==> config.mk <==
export PLATFORM = sky130hd
export DESIGN_NAME = bb3_window
export DESIGN_NICKNAME = d
export VERILOG_FILES = /design/src/bb3_pkg.sv /design/src/bb3_window.sv
export SDC_FILE = /design/constraint.sdc
export NUM_CORES = 1
export LEC_CHECK = 0
export BUFFER_PORTS_ARGS = -buffer_cell sky130_fd_sc_hd__buf_2
export CORE_MARGIN = 2
export CORE_UTILIZATION = 40
export CTS_BUF_LIST = sky130_fd_sc_hd__clkbuf_8 sky130_fd_sc_hd__clkbuf_16
export CTS_CLUSTER_DIAMETER = 50
export DETAILED_ROUTE_END_ITERATION = 8
export HOLD_SLACK_MARGIN = 0.15
export PLACE_DENSITY = 0.7
export SYNTH_ARGS = -nofsm -noshare
export SYNTH_HDL_FRONTEND = slang
export SYNTH_SLANG_ARGS = --single-unit
==> constraint.sdc <==
create_clock -name clk -period 19.05 [get_ports clk]
set_clock_uncertainty 0.2 [all_clocks]
set_input_delay 3.81 -clock clk [delete_from_list [all_inputs] [get_ports clk]]
set_output_delay 3.81 -clock clk [all_outputs]
set_load 0.03 [all_outputs]
==> src/bb3_pkg.sv <==
// Package with the shared constants, item types and divider tables of the 3x3 box blur.
`timescale 1ns / 1ps

package bb3_pkg;

	localparam int MAX_WIDTH  = 2048;
	localparam int MAX_HEIGHT = 4096;

	localparam int COL_W = $clog2(MAX_WIDTH);
	localparam int ROW_W = $clog2(MAX_HEIGHT) + 1;

	localparam int FW_W  = 12;
	localparam int FH_W  = 13;
	localparam int CFG_W = 13;
	localparam int IDX_W = 1;

	localparam logic [IDX_W-1:0] REG_FRAME_WIDTH  = 1'b0;
	localparam logic [IDX_W-1:0] REG_FRAME_HEIGHT = 1'b1;

	localparam logic [FW_W-1:0] RESET_WIDTH  = 12'd640;
	localparam logic [FH_W-1:0] RESET_HEIGHT = 13'd480;

	localparam int CH_W  = 8;
	localparam int PIX_W = 3 * CH_W;
	localparam int MEM_W = 2 * PIX_W;

	localparam int SUM_W       = 12;
	localparam int NUM_W       = 13;
	localparam int RECIP_W     = 18;
	localparam int RECIP_SHIFT = 18;
	localparam int PROD_W      = NUM_W + RECIP_W;

	localparam int FIFO_DEPTH = 8;
	localparam int FIFO_AW    = $clog2(FIFO_DEPTH);
	localparam int CNT_W      = FIFO_AW + 1;

	typedef logic [PIX_W-1:0] pixel_t;
	typedef logic [2:0][PIX_W-1:0] column_t;

	typedef struct packed {
		logic            action;
		logic [CH_W-1:0] in_red;
		logic [CH_W-1:0] in_green;
		logic [CH_W-1:0] in_blue;
	} in_item_t;

	typedef struct packed {
		logic [CH_W-1:0] out_red;
		logic [CH_W-1:0] out_green;
		logic [CH_W-1:0] out_blue;
		logic            frame_end;
	} out_item_t;

	typedef struct packed {
		logic up_ok;
		logic down_ok;
		logic left_ok;
		logic right_ok;
	} tap_mask_t;

	typedef struct packed {
		logic             valid;
		logic             drain;
		pixel_t           pix;
		logic [COL_W-1:0] col;
		logic             emit;
		logic             row_end;
		tap_mask_t        mask;
		logic             frame_end;
	} s1_ctrl_t;

	typedef struct packed {
		logic                  valid;
		logic [2:0][SUM_W-1:0] sum;
		tap_mask_t             mask;
		logic                  frame_end;
	} sum_t;

	function automatic logic [3:0] tap_count(input tap_mask_t m);
		logic [1:0] nr;
		logic [1:0] nc;
		nr = 2'd1 + 2'(m.up_ok) + 2'(m.down_ok);
		nc = 2'd1 + 2'(m.left_ok) + 2'(m.right_ok);
		return 4'(nr) * 4'(nc);
	endfunction

	// Reciprocal of twice the tap count, rounded up, scaled by 2**RECIP_SHIFT.
	function automatic logic [RECIP_W-1:0] recip(input logic [3:0] n);
		logic [RECIP_W-1:0] r;
		case (n)
			4'd1:    r = 18'd131072;
			4'd2:    r = 18'd65536;
			4'd3:    r = 18'd43691;
			4'd4:    r = 18'd32768;
			4'd6:    r = 18'd21846;
			4'd9:    r = 18'd14564;
			default: r = '0;
		endcase
		return r;
	endfunction

endpackage

==> src/bb3_window.sv <==
// 3x3 window, line store write-back and masked channel sums.
`timescale 1ns / 1ps

module bb3_window import bb3_pkg::*; (
	input  logic             clk,
	input  logic             arst_n,
	input  s1_ctrl_t         ctrl_s1,
	input  logic [MEM_W-1:0] rd_data_s1,
	output logic             wr_en,
	output logic [COL_W-1:0] wr_addr,
	output logic [MEM_W-1:0] wr_data,
	output sum_t             sum_s2
);

	column_t win_q [3];

	pixel_t                pix;
	column_t               new_col;
	column_t               taps [3];
	logic [2:0]            row_ok;
	logic [2:0]            col_ok;
	logic [2:0][SUM_W-1:0] sum_c;

	assign pix        = ctrl_s1.drain ? '0 : ctrl_s1.pix;
	assign new_col[0] = rd_data_s1[MEM_W-1:PIX_W];
	assign new_col[1] = rd_data_s1[PIX_W-1:0];
	assign new_col[2] = pix;

	assign wr_en   = ctrl_s1.valid && !ctrl_s1.drain;
	assign wr_addr = ctrl_s1.col;
	assign wr_data = {new_col[1], pix};

	// At a row end the centre is the last column, so the right tap repeats it and is masked.
	assign taps[0] = win_q[1];
	assign taps[1] = win_q[2];
	assign taps[2] = ctrl_s1.row_end ? win_q[2] : new_col;

	assign row_ok = {ctrl_s1.mask.down_ok, 1'b1, ctrl_s1.mask.up_ok};
	assign col_ok = {ctrl_s1.mask.right_ok, 1'b1, ctrl_s1.mask.left_ok};

	always_comb begin
		sum_c = '0;
		for (int j = 0; j < 3; j++) begin
			for (int i = 0; i < 3; i++) begin
				if (col_ok[j] && row_ok[i]) begin
					for (int k = 0; k < 3; k++) begin
						sum_c[k] = sum_c[k] +
							SUM_W'(taps[j][i][PIX_W-1-CH_W*k -: CH_W]);
					end
				end
			end
		end
	end

	always_ff @(posedge clk) begin
		if (ctrl_s1.valid) begin
			win_q[0] <= win_q[1];
			win_q[1] <= win_q[2];
			win_q[2] <= new_col;
		end
	end

	always_ff @(posedge clk or negedge arst_n) begin
		if (!arst_n) begin
			sum_s2 <= '0;
		end else begin
			sum_s2.valid     <= ctrl_s1.valid && ctrl_s1.emit;
			sum_s2.sum       <= sum_c;
			sum_s2.mask      <= ctrl_s1.mask;
			sum_s2.frame_end <= ctrl_s1.frame_end;
		end
	end

endmodule

==> results.md, run 1 <==
Yosys
- 88 — Distinct cells, synth
- 2,168 — number of nets in the synthesized netlist
- 144 — number of enable flip-flop cells after synthesis
- 9.39 um^2 — Post-Syn Area per Cell
- 1,860 — number of instances in the synthesized netlist
- sky130_fd_sc_hd__edfxtp_1 — primary flip-flop cell chosen by synthesis mapping
- 0.226 — fraction of registers with async set/reset
- 186 — #FFs+latches synth
- 0 — Synthesis Warnings
- 17,500 um^2 — mapped cell area
- 0.308 — share of synthesized area occupied by flip-flops and latches

Timing
- 0 — Final Setup Violations
- 5.69 ns — Setup WS post-layout
- 13.36 ns — post-layout minimum cycle time
- no — setup repair after global routing missed its margin
- 0 ns — sum of negative setup slack
- 1.02 ns — Least-Margin Pin Slew
- 0 — number of max-slew violations in the final report
- 0.701 — period utilisation layout
- 0.323 — headroom to the max-slew limit
- 0 — final hold violation count
- 74.9 MHz — fmax

Clock network
- 0 — # resized after CTS
- sky130_fd_sc_hd__clkbuf_16 — clock root buffer master
- 0 — post-CTS setup buffers
- done — CTS tree
- 2 — worst-case clock buffer depth
- 0.47 ns — clock latency on the worst-skew pair
- 186 — clk sink count
- 4 — number of levels in the clock H-tree
- 0.08 ns — clock-pin slew reported for the worst setup and hold paths after clock tree synthesis
- 17 — number of CTS-inserted buffers
- 0 — hold bufs inserted after CTS

Layout
- 2,581 — filler-free cell count of the finished design
- 4,015 — Fillers
- 0.173 — proportion of layout cells with a drive suffix above 1
- sky130_fd_sc_hd__ha_1 — leading cell type in the layout, fill and taps excluded
- 2,290 — nets@finish
- sky130_fd_sc_hd__ha_1 (190), sky130_fd_sc_hd__buf_2 (171), sky130_fd_sc_hd__nor2_1 (159) — most frequent cells in the layout
- 10.6% — Area Growth Syn to Fin

Route
- 5 — DR pass1 iterations
- 5.54 — via-per-instance ratio
- 962 — violation count after the first detailed-routing iteration
- 17.6 um — average routed wire per standard cell
- 14,300 — via count
- 0 — remaining design rule violation count
- 0 — number of nets with antenna violations after routing
- 45,500 um — WL final

Setup path
- adder cells — cell type group with the largest total delay on the critical path
- 19.22 ns — worst endpoint required time
- flip-flop — endpoint type of the worst setup path
- input port — startpoint type of the worst setup path
- sky130_fd_sc_hd__nor4b_1 — critical path's slowest cell
- 44 — CP max FO
- in2reg — type of the worst setup path
- 8 — CP bufs+invs
- 13.53 ns — data arrival time of the critical path
- 0.76 ns — largest stage delay on the critical path

Power
- 8.53 nW — total leakage power
- 0.0827 mV — worst IR drop on VDD
- 135 nW/um^2 — power per standard cell area
- 2.60 mW — Final Power

Place
- 2,548 — Cells after DPL
- 173 — Port Buffer Count
- 0.933 — GP Congestion
- 35,400 um — detailed-placement wirelength estimate
- 5.31 ns — pre-CTS worst setup slack

Global route
- 71,900 um — first-pass GRT wire length
- 13,800 — vias in the first global route
- 0 — aggregate global routing overflow
- 0.202 — global-route usage over all layers
- 1 — antenna violations before repair
- 76 — largest net degree at the start of global routing

Floorplanning
- 76 — number of core rows
- 45,300 um^2 — Die Outline Area
- 0.405 — initial standard-cell utilization of the core
- 213 um — die boundary width
- 213 um — Vert. Die Dim
- 196 — Boundary Pins
- 43,100 um^2 — core area

Min path
- reg2reg — Worst Hold Class

Status
- finished, final reports clean — result of the run

Run
- 0 — Max-Cap Viols

cell usage after synthesis (17+ instances only):
cell type	instances	area share
sky130_fd_sc_hd__o21a_1	48	0.021
sky130_fd_sc_hd__xor2_1	44	0.022
sky130_fd_sc_hd__o21bai_1	20	0.0086
sky130_fd_sc_hd__nand3_1	26	0.0075
sky130_fd_sc_hd__clkbuf_1	36	0.0077
sky130_fd_sc_hd__mux2i_1	40	0.023
sky130_fd_sc_hd__o21ai_0	128	0.037
sky130_fd_sc_hd__a211oi_1	24	0.010
sky130_fd_sc_hd__xnor2_1	91	0.046
sky130_fd_sc_hd__edfxtp_1	144	0.25
sky130_fd_sc_hd__nor2_1	159	0.034
sky130_fd_sc_hd__buf_4	35	0.015
sky130_fd_sc_hd__dfrtp_1	42	0.060
sky130_fd_sc_hd__fa_1	24	0.028
sky130_fd_sc_hd__and3_1	25	0.0090
sky130_fd_sc_hd__a21oi_1	122	0.035
sky130_fd_sc_hd__a21o_1	42	0.018
sky130_fd_sc_hd__mux2_2	95	0.061
sky130_fd_sc_hd__nand2_1	101	0.022
sky130_fd_sc_hd__nor2b_1	65	0.023
sky130_fd_sc_hd__a21boi_0	17	0.0073
sky130_fd_sc_hd__nor3_1	27	0.0077
sky130_fd_sc_hd__inv_1	129	0.028
sky130_fd_sc_hd__ha_1	190	0.14
layer usage:
| layer | share of wire | GRT usage |
|---|---|---|
| met2 | 0.44 | 0.309 |
| met3 | 0.060 | 0.0229 |
| met1 | 0.48 | 0.293 |
| met4 | 0.024 | 0.0709 |
| met5 | 0 | 0 |
path summary, 6_finish.rpt:
path | start | endpoint | cells after the start | slack (ns)
setup / recovery | ctrl_s1[4] | sum_s2[16]$_DFF_PN0_ | 48 | 5.69
hold / removal | win_q[2][26]$_DFFE_PP_ | win_q[1][26]$_DFFE_PP_ | 0 | 0.28
setup reg to reg | win_q[1][0]$_DFFE_PP_ | sum_s2[39]$_DFF_PN0_ | 44 | 9.34
hold reg to reg | win_q[2][26]$_DFFE_PP_ | win_q[1][26]$_DFFE_PP_ | 0 | 0.28
max in group asynchronous | arst_n | sum_s2[41]$_DFF_PN0_ | 2 | 14.95
min in group asynchronous | arst_n | sum_s2[7]$_DFF_PN0_ | 2 | 3.25
metrics by stage:
| step | hold slack [ns] | utilization | cell area (um^2) |
|---|---|---|---|
| floorplan | 0.251 | - | 17500 |
| global placement | 0.270 | 0.434 | 18700 |
| detailed placement | 0.281 | 0.434 | 18700 |
| CTS | 0.288 | 0.448 | 19300 |
| global route | 0.316 | 0.448 | 19300 |
| finish | 0.280 | 0.448 | 19300 |
cells by family after synthesis:
group / after synthesis / share of synthesized area
AO/OA/AOI/OAI: 495 / 0.183
XOR/XNOR: 140 / 0.0730
adder cells (fa/ha/maj): 215 / 0.164
buffers and inverters: 214 / 0.0551
flip-flops: 186 / 0.308
multiplexers: 136 / 0.0850
AND/OR/NAND/NOR: 474 / 0.132
sequential cells by signal, indices dropped and copies added (netlist names):
name    flops
sum_s2     42
win_q     144
final cells by class:
type	count	area [um^2]	share of cell area
Antenna cell	1	2.50	0.000130
Tap cell	585	732	0.0379
Timing Repair Buffer	187	980	0.0507
Clock inverter	15	183	0.00946
Clock buffer	17	425	0.0220
Multi-Input combinational cell	1460	11100	0.576
Inverter	130	488	0.0253
Sequential cell	186	5380	0.278
where the power goes:
part | internal [mW] | leakage [nW] | total (mW) | switching [mW]
clock | 0.199 | 0.295 | 0.380 | 0.181
sequential | 0.504 | 1.92 | 0.537 | 0.0323
combinational | 0.709 | 6.31 | 1.68 | 0.974
total | 1.41 | 8.53 | 2.60 | 1.19
No activity file was read; power rests on OpenSTA's default activity.
==> inputs of run 2 (changes only) <==
==> constraint.sdc (replaced) <==
create_clock -name clk -period 13.9 [get_ports clk]
set_clock_uncertainty 0.2 [all_clocks]
set_input_delay 2.78 -clock clk [delete_from_list [all_inputs] [get_ports clk]]
set_output_delay 2.78 -clock clk [all_outputs]
set_load 0.03 [all_outputs]
==> run 2 against run 1 <==
Largest cell class unchanged; power up 36%; sequential share of layout area rose by 0.056 points; core utilization decreased by 0.090 points; critical path type unchanged; via count down 0.44%.
==> results.md, run 2 (synthesized netlist as in run 1, its figures left out) <==
Status
- finished, final reports clean — result of the run

Floorplanning
- 76 — number of core rows, unchanged
- 0.405 — initial standard-cell utilization of the core, unchanged
- 196 — Boundary Pins, unchanged
- 213 um — die boundary width, unchanged
- 45,300 um^2 — Die Outline Area, unchanged
- 43,100 um^2 — core area, unchanged
- 213 um — Vert. Die Dim, unchanged

Setup path
- win_q[1][16]$_DFFE_PP_ — source of the worst register-to-register timing path
- 14.07 ns — worst endpoint required time, -5.15 ns
- 0.88 ns — largest stage delay on the critical path, +0.12 ns
- 12.55 ns — data arrival time of the critical path, -0.98 ns
- flip-flop — endpoint type of the worst setup path
- 38 — CP max FO, -14%
- in2reg — type of the worst setup path
- sum_s2[16]$_DFF_PN0_ — Worst R2R End
- 6 — CP bufs+invs, -2
- 46 — count of cell instances traversed by the critical path, -4.2%
- ctrl_s1[4] — startpoint of the worst setup timing path
- 4.20 ns — Register-to-Register Setup Slack, -5.14 ns
- sky130_fd_sc_hd__nor4b_1 — critical path's slowest cell
- sum_s2[16]$_DFF_PN0_ — endpoint of the worst setup timing path
- input port — startpoint type of the worst setup path
- adder cells — cell type group with the largest total delay on the critical path
- 45 — Worst Reg2Reg Path Length in Cells, +2.3%

Clock network
- 17 — number of CTS-inserted buffers, unchanged
- 0 — # resized after CTS, unchanged
- 0 — hold bufs inserted after CTS, unchanged
- 0.47 ns — clock latency on the worst-skew pair, about the same
- 186 — clk sink count, unchanged
- 0.07 ns — clock-pin slew reported for the worst setup and hold paths after clock tree synthesis, about the same
- done — CTS tree
- sky130_fd_sc_hd__clkbuf_16 — clock root buffer master
- 0 — post-CTS setup buffers, unchanged
- 2 — worst-case clock buffer depth, unchanged
- 4 — number of levels in the clock H-tree, unchanged

Layout
- 144 — max reg flops, unchanged
- 4,015 — Fillers, unchanged
- sky130_fd_sc_hd__ha_1 (190), sky130_fd_sc_hd__buf_2 (171), sky130_fd_sc_hd__nor2_1 (159) — most frequent cells in the layout
- 10.4% — Area Growth Syn to Fin
- 0.447 — utilization after layout, -0.000901
- win_q — register containing the most flip-flops in the final layout
- 0.173 — proportion of layout cells with a drive suffix above 1, -0.000501
- win_q (144), sum_s2 (42) — largest registers
- sky130_fd_sc_hd__ha_1 — leading cell type in the layout, fill and taps excluded
- 2,290 — nets@finish, unchanged

Timing
- 0 — Final Setup Violations, unchanged
- 0.891 — period utilisation layout
- 0.991 ns — Least-Margin Pin Slew, -0.0252 ns
- 0 — final hold violation count, unchanged
- 12.38 ns — post-layout minimum cycle time
- no — setup repair after global routing missed its margin
- 0 — number of max-slew violations in the final report, unchanged
- 0 ns — sum of negative setup slack, unchanged
- 0.330 — headroom to the max-slew limit, +0.00747
- 0.291 ns — WHS, +0.0109 ns
- 80.8 MHz — fmax

Global route
- 76 — largest net degree at the start of global routing, unchanged
- 0.205 — global-route usage over all layers, +0.00297
- 2 — antenna violations before repair, +1
- 72,700 um — first-pass GRT wire length, +1.0%
- 0 — aggregate global routing overflow, unchanged
- 14,000 — vias in the first global route, +1.4%

Route
- 0 — number of nets with antenna violations after routing, unchanged
- 1,065 — violation count after the first detailed-routing iteration, +11%
- 5.51 — via-per-instance ratio, -0.48%
- 45,900 um — WL final, +0.76%
- 5 — DR pass1 iterations, unchanged
- 14,200 — via count, -0.44%
- 0 — remaining design rule violation count, unchanged
- 17.8 um — average routed wire per standard cell, +0.73%

Place
- 173 — Port Buffer Count, unchanged
- 35,700 um — detailed-placement wirelength estimate, +1.0%
- 0.895 — GP Congestion, -4.0%

Power
- 184 nW/um^2 — power per standard cell area, +37%
- 8.50 nW — total leakage power, -0.28%
- 0.125 mV — worst IR drop on VDD, +52%
- 3.54 mW — Final Power, +36%

Min path
- reg2reg — Worst Hold Class

Run
- 0 — Max-Cap Viols, unchanged

## run 2: cell types whose count changed in the layout (fill, tap and decap cells not counted), sizes merged
cell / previous run / this run
clkinv: 7 / 4
clkinvlp: 1 / 4
bufinv: 2 / 1
diode: 1 / 2
inv: 135 / 136
## run 2: worst min path at each step
| stage | start | end | slack [ns] | cells after the start |
|---|---|---|---|---|
| 2_1_floorplan | win_q[2][0]$_DFFE_PP_ | win_q[1][0]$_DFFE_PP_ | 0.25 | 0 |
| 3_3_place_gp | win_q[2][24]$_DFFE_PP_ | win_q[1][24]$_DFFE_PP_ | 0.27 | 0 |
| 3_5_place_dp | win_q[2][24]$_DFFE_PP_ | win_q[1][24]$_DFFE_PP_ | 0.27 | 0 |
| 4_1_cts | win_q[2][24]$_DFFE_PP_ | win_q[1][24]$_DFFE_PP_ | 0.29 | 0 |
| 5_1_grt | win_q[2][24]$_DFFE_PP_ | win_q[1][24]$_DFFE_PP_ | 0.31 | 0 |
| 6_report | win_q[2][24]$_DFFE_PP_ | win_q[1][24]$_DFFE_PP_ | 0.29 | 0 |
## run 2: layer usage
layer	GRT usage	share of wire	up-vias
li1	-	-	6917
met1	0.286	0.47	6849
met2	0.326	0.45	406
met3	0.0234	0.049	67
met4	0.0748	0.027	0
met5	0	0	-
## run 2: report_power, final
part	total (mW)	internal, mW	switching [mW]
sequential	0.734	0.691	0.0430
clock	0.494	0.251	0.243
combinational	2.32	0.973	1.34
total	3.54	1.91	1.63
## run 2: layout make-up
type                            count  area, um^2  share of cell area
Multi-Input combinational cell   1460       11100               0.577
Sequential cell                   186        5380               0.279
Timing Repair Buffer              187         980              0.0508
Tap cell                          585         732              0.0380
Inverter                          130         488              0.0253
Clock buffer                       17         425              0.0221
Clock inverter                     15         141             0.00734
Antenna cell                        2        5.00            0.000260
## run 2: stage by stage
stage / setup WS (ns) / cells / instance area [um^2]
2_1_floorplan: 2.01 / 1860 / 17500
3_3_place_gp: 1.63 / 2548 / 18700
3_5_place_dp: 1.21 / 2548 / 18700
4_1_cts: 1.64 / 2580 / 19300
5_1_grt: 0.619 / 2582 / 19300
6_report: 1.52 / 2582 / 19300
==> inputs of run 3 (changes only) <==
--- a/config.mk
+++ b/config.mk
@@ -5,6 +5,7 @@
 export SDC_FILE = /design/constraint.sdc
 export NUM_CORES = 1
 export LEC_CHECK = 0
+export ABC_AREA = 1
 export BUFFER_PORTS_ARGS = -buffer_cell sky130_fd_sc_hd__buf_2
 export CORE_MARGIN = 2
 export CORE_UTILIZATION = 40
==> run 3 against run 2 <==
Register-to-register slack better by 0.63 ns; sequential power is 0.8% lower; via count is 13% higher; combinational power is 15% lower; largest power group unchanged.
==> results.md, run 3 <==
Status
- finished, final reports clean — result of the run

Timing
- 0 — Final Setup Violations, unchanged
- 0.404 — headroom to the max-slew limit, +0.0742
- 0.300 ns — WHS, +0.00886 ns
- 2.07 ns — Setup WS post-layout, +0.551 ns
- 11.83 ns — post-layout minimum cycle time, -0.551 ns
- 0.851 — period utilisation layout, -0.0396
- 0 ns — sum of negative setup slack, unchanged
- 0 — final hold violation count, unchanged
- 0.894 ns — Least-Margin Pin Slew, -0.0973 ns
- 0 — number of max-slew violations in the final report, unchanged
- 84.5 MHz — fmax, +4.7%
- no — setup repair after global routing missed its margin

Power
- 10.0 nW — total leakage power, +18%
- 163 nW/um^2 — power per standard cell area, -11%
- 0.104 mV — worst IR drop on VDD, -17%

Global route
- 79,900 um — first-pass GRT wire length, +9.9%
- 0.219 — global-route usage over all layers, +0.0141
- 15,600 — vias in the first global route, +12%
- 64 — largest net degree at the start of global routing, -16%
- 2 — antenna violations before repair, unchanged
- 0 — aggregate global routing overflow, unchanged

Route
- 16,100 — via count, +13%
- 16.0 um — average routed wire per standard cell, -9.9%
- 0 — remaining design rule violation count, unchanged
- 5.14 — via-per-instance ratio, -6.8%
- 50,200 um — WL final, +9.5%
- 0 — number of nets with antenna violations after routing, unchanged
- 6 — DR pass1 iterations, +1
- 1,297 — violation count after the first detailed-routing iteration, +22%

Setup path
- in2reg — type of the worst setup path
- 11.98 ns — data arrival time of the critical path, -0.57 ns
- adder cells — cell type group with the largest total delay on the critical path
- 0.61 ns — largest stage delay on the critical path, -0.27 ns
- 14.05 ns — worst endpoint required time, -0.02 ns
- 9 — CP bufs+invs, +3
- flip-flop — endpoint type of the worst setup path
- 39 — CP max FO, +2.6%
- sky130_fd_sc_hd__fa_1 — critical path's slowest cell
- 4.83 ns — Register-to-Register Setup Slack, +0.63 ns
- input port — startpoint type of the worst setup path

Min path
- reg2reg — Worst Hold Class

Clock network
- 186 — clk sink count, unchanged
- 0.47 ns — clock latency on the worst-skew pair, about the same
- 0 — # resized after CTS, unchanged
- sky130_fd_sc_hd__clkbuf_16 — clock root buffer master
- 0.07 ns — clock-pin slew reported for the worst setup and hold paths after clock tree synthesis, about the same
- done — CTS tree
- 2 — worst-case clock buffer depth, unchanged
- 4 — number of levels in the clock H-tree, unchanged
- 0 — hold bufs inserted after CTS, unchanged
- 0 — post-CTS setup buffers, unchanged
- 17 — number of CTS-inserted buffers, unchanged

Floorplanning
- 215 um — die boundary width, +0.81%
- 215 um — Vert. Die Dim, +0.81%
- 46,100 um^2 — Die Outline Area, +1.6%
- 44,000 um^2 — core area, +2.2%
- 0.403 — initial standard-cell utilization of the core, -0.00223
- 77 — number of core rows, +1.3%
- 196 — Boundary Pins, unchanged

Yosys
- sky130_fd_sc_hd__edfxtp_1 — primary flip-flop cell chosen by synthesis mapping
- sky130_fd_sc_hd__nand2_1 (676), sky130_fd_sc_hd__inv_1 (336), sky130_fd_sc_hd__ha_1 (190) — most frequent cells after synthesis
- 0.226 — fraction of registers with async set/reset, unchanged
- 144 — number of enable flip-flop cells after synthesis, unchanged
- 0.303 — share of synthesized area occupied by flip-flops and latches, -0.00499
- 17,700 um^2 — mapped cell area, +1.6%
- 0 — Synthesis Warnings, unchanged
- sky130_fd_sc_hd__edfxtp_1 (24%), sky130_fd_sc_hd__nand2_1 (14%), sky130_fd_sc_hd__ha_1 (13%) — leading cell types by total area after synthesis
- 2,724 — number of nets in the synthesized netlist, +26%
- 7.35 um^2 — Post-Syn Area per Cell, -22%
- 0.244 — area share of the largest cell type after synthesis, -0.00402
- 2,416 — number of instances in the synthesized netlist, +30%
- sky130_fd_sc_hd__edfxtp_1 — top cell type by total area after synthesis
- 186 — #FFs+latches synth, unchanged
- 51 — Distinct cells, synth, -42%
- sky130_fd_sc_hd__nand2_1 — library cell with the highest instance count after synthesis

Place
- 39,600 um — detailed-placement wirelength estimate, +11%
- 19,000 um^2 — cell area after placement, +1.5%
- 173 — Port Buffer Count, unchanged
- 0.912 — GP Congestion, +1.9%
- 1.74 ns — pre-CTS worst setup slack, +0.529 ns

Layout
- 4,394 — Fillers, +9.4%
- 10.1% — Area Growth Syn to Fin
- sky130_fd_sc_hd__nand2_1 — leading cell type in the layout, fill and taps excluded
- win_q — register containing the most flip-flops in the final layout
- 19,500 um^2 — Finished Cell Area, +1.4%
- win_q (144), sum_s2 (42) — largest registers
- 2,839 — nets@finish, +24%
- 0.129 — proportion of layout cells with a drive suffix above 1, -0.0444
- 144 — max reg flops, unchanged
- sky130_fd_sc_hd__nand2_1 (676), sky130_fd_sc_hd__inv_1 (341), sky130_fd_sc_hd__ha_1 (190) — most frequent cells in the layout

Run
- 0 — Max-Cap Viols, unchanged

-- run 3: cell types whose count changed after synthesis, sizes merged, moves of 59 or more --
cell / before / now
nand3: 26 / 108
inv: 129 / 347
nor2b: 66 / 0
mux2: 95 / 0
o21ai: 131 / 190
nand2: 101 / 725
-- run 3: cell type report --
cell class	instances	area (um^2)	share of cell area
antenna	1	2.50	0.000128
sequential	186	5380	0.275
multi-input combinational	1789	10600	0.541
tap	592	741	0.0379
inverter	350	1310	0.0672
timing repair buffer	187	977	0.0500
clock inverter	15	138	0.00704
clock buffer	17	425	0.0218
-- run 3: worst reg2reg max path: cells and delay by family (launching register included) --
kind / cells / cell delay, ns
AND/OR/NAND/NOR: 13 / 1.67
AO/OA/AOI/OAI: 12 / 2.32
adder cells (fa/ha/maj): 9 / 3.78
flip-flops: 1 / 0.36
buffers and inverters: 7 / 0.64
-- run 3: kinds of logic after synthesis --
| family | share of synthesized area |
|---|---|
| simple gates | 0.264 |
| xor+xnor | 0.0418 |
| fa+ha+maj | 0.161 |
| compound gates | 0.129 |
| flops | 0.303 |
| buf+inv | 0.102 |
-- run 3: through the flow --
step                      utilization  total power [mW]  instances
after global placement          0.431              2.61       3104
after detailed placement        0.431              2.68       3104
final                           0.444              3.19       3137
after CTS                       0.444              3.18       3136
after floorplan                     -              2.26       2416
after global routing            0.444              3.49       3137
-- run 3: path summary, 6_finish.rpt --
| kind | to | start | depth (start not counted) |
|---|---|---|---|
| min in group asynchronous | sum_s2[3]$_DFF_PN0_ | arst_n | 2 |
| max in group asynchronous | sum_s2[14]$_DFF_PN0_ | arst_n | 2 |
| max reg2reg | sum_s2[28]$_DFF_PN0_ | win_q[1][8]$_DFFE_PP_ | 41 |
| min | win_q[1][33]$_DFFE_PP_ | win_q[2][33]$_DFFE_PP_ | 0 |
| min reg2reg | win_q[1][33]$_DFFE_PP_ | win_q[2][33]$_DFFE_PP_ | 0 |
| max | sum_s2[28]$_DFF_PN0_ | ctrl_s1[2] | 44 |
-- run 3: layer usage --
layer | share of wire | wire length, um | up-vias | GRT usage
met5 | 0.00026 | 13 | - | 0
met4 | 0.026 | 1310 | 2 | 0.0778
met3 | 0.067 | 3380 | 65 | 0.0339
met2 | 0.44 | 22200 | 504 | 0.345
met1 | 0.46 | 23300 | 7457 | 0.304
li1 | - | - | 8095 | -
-- run 3: report_power, final --
group | internal, mW | leakage [nW] | total, mW | switching, mW
clock | 0.262 | 0.292 | 0.490 | 0.228
combinational | 0.716 | 7.81 | 1.97 | 1.25
sequential | 0.686 | 1.92 | 0.728 | 0.0425
total | 1.66 | 10.0 | 3.19 | 1.52
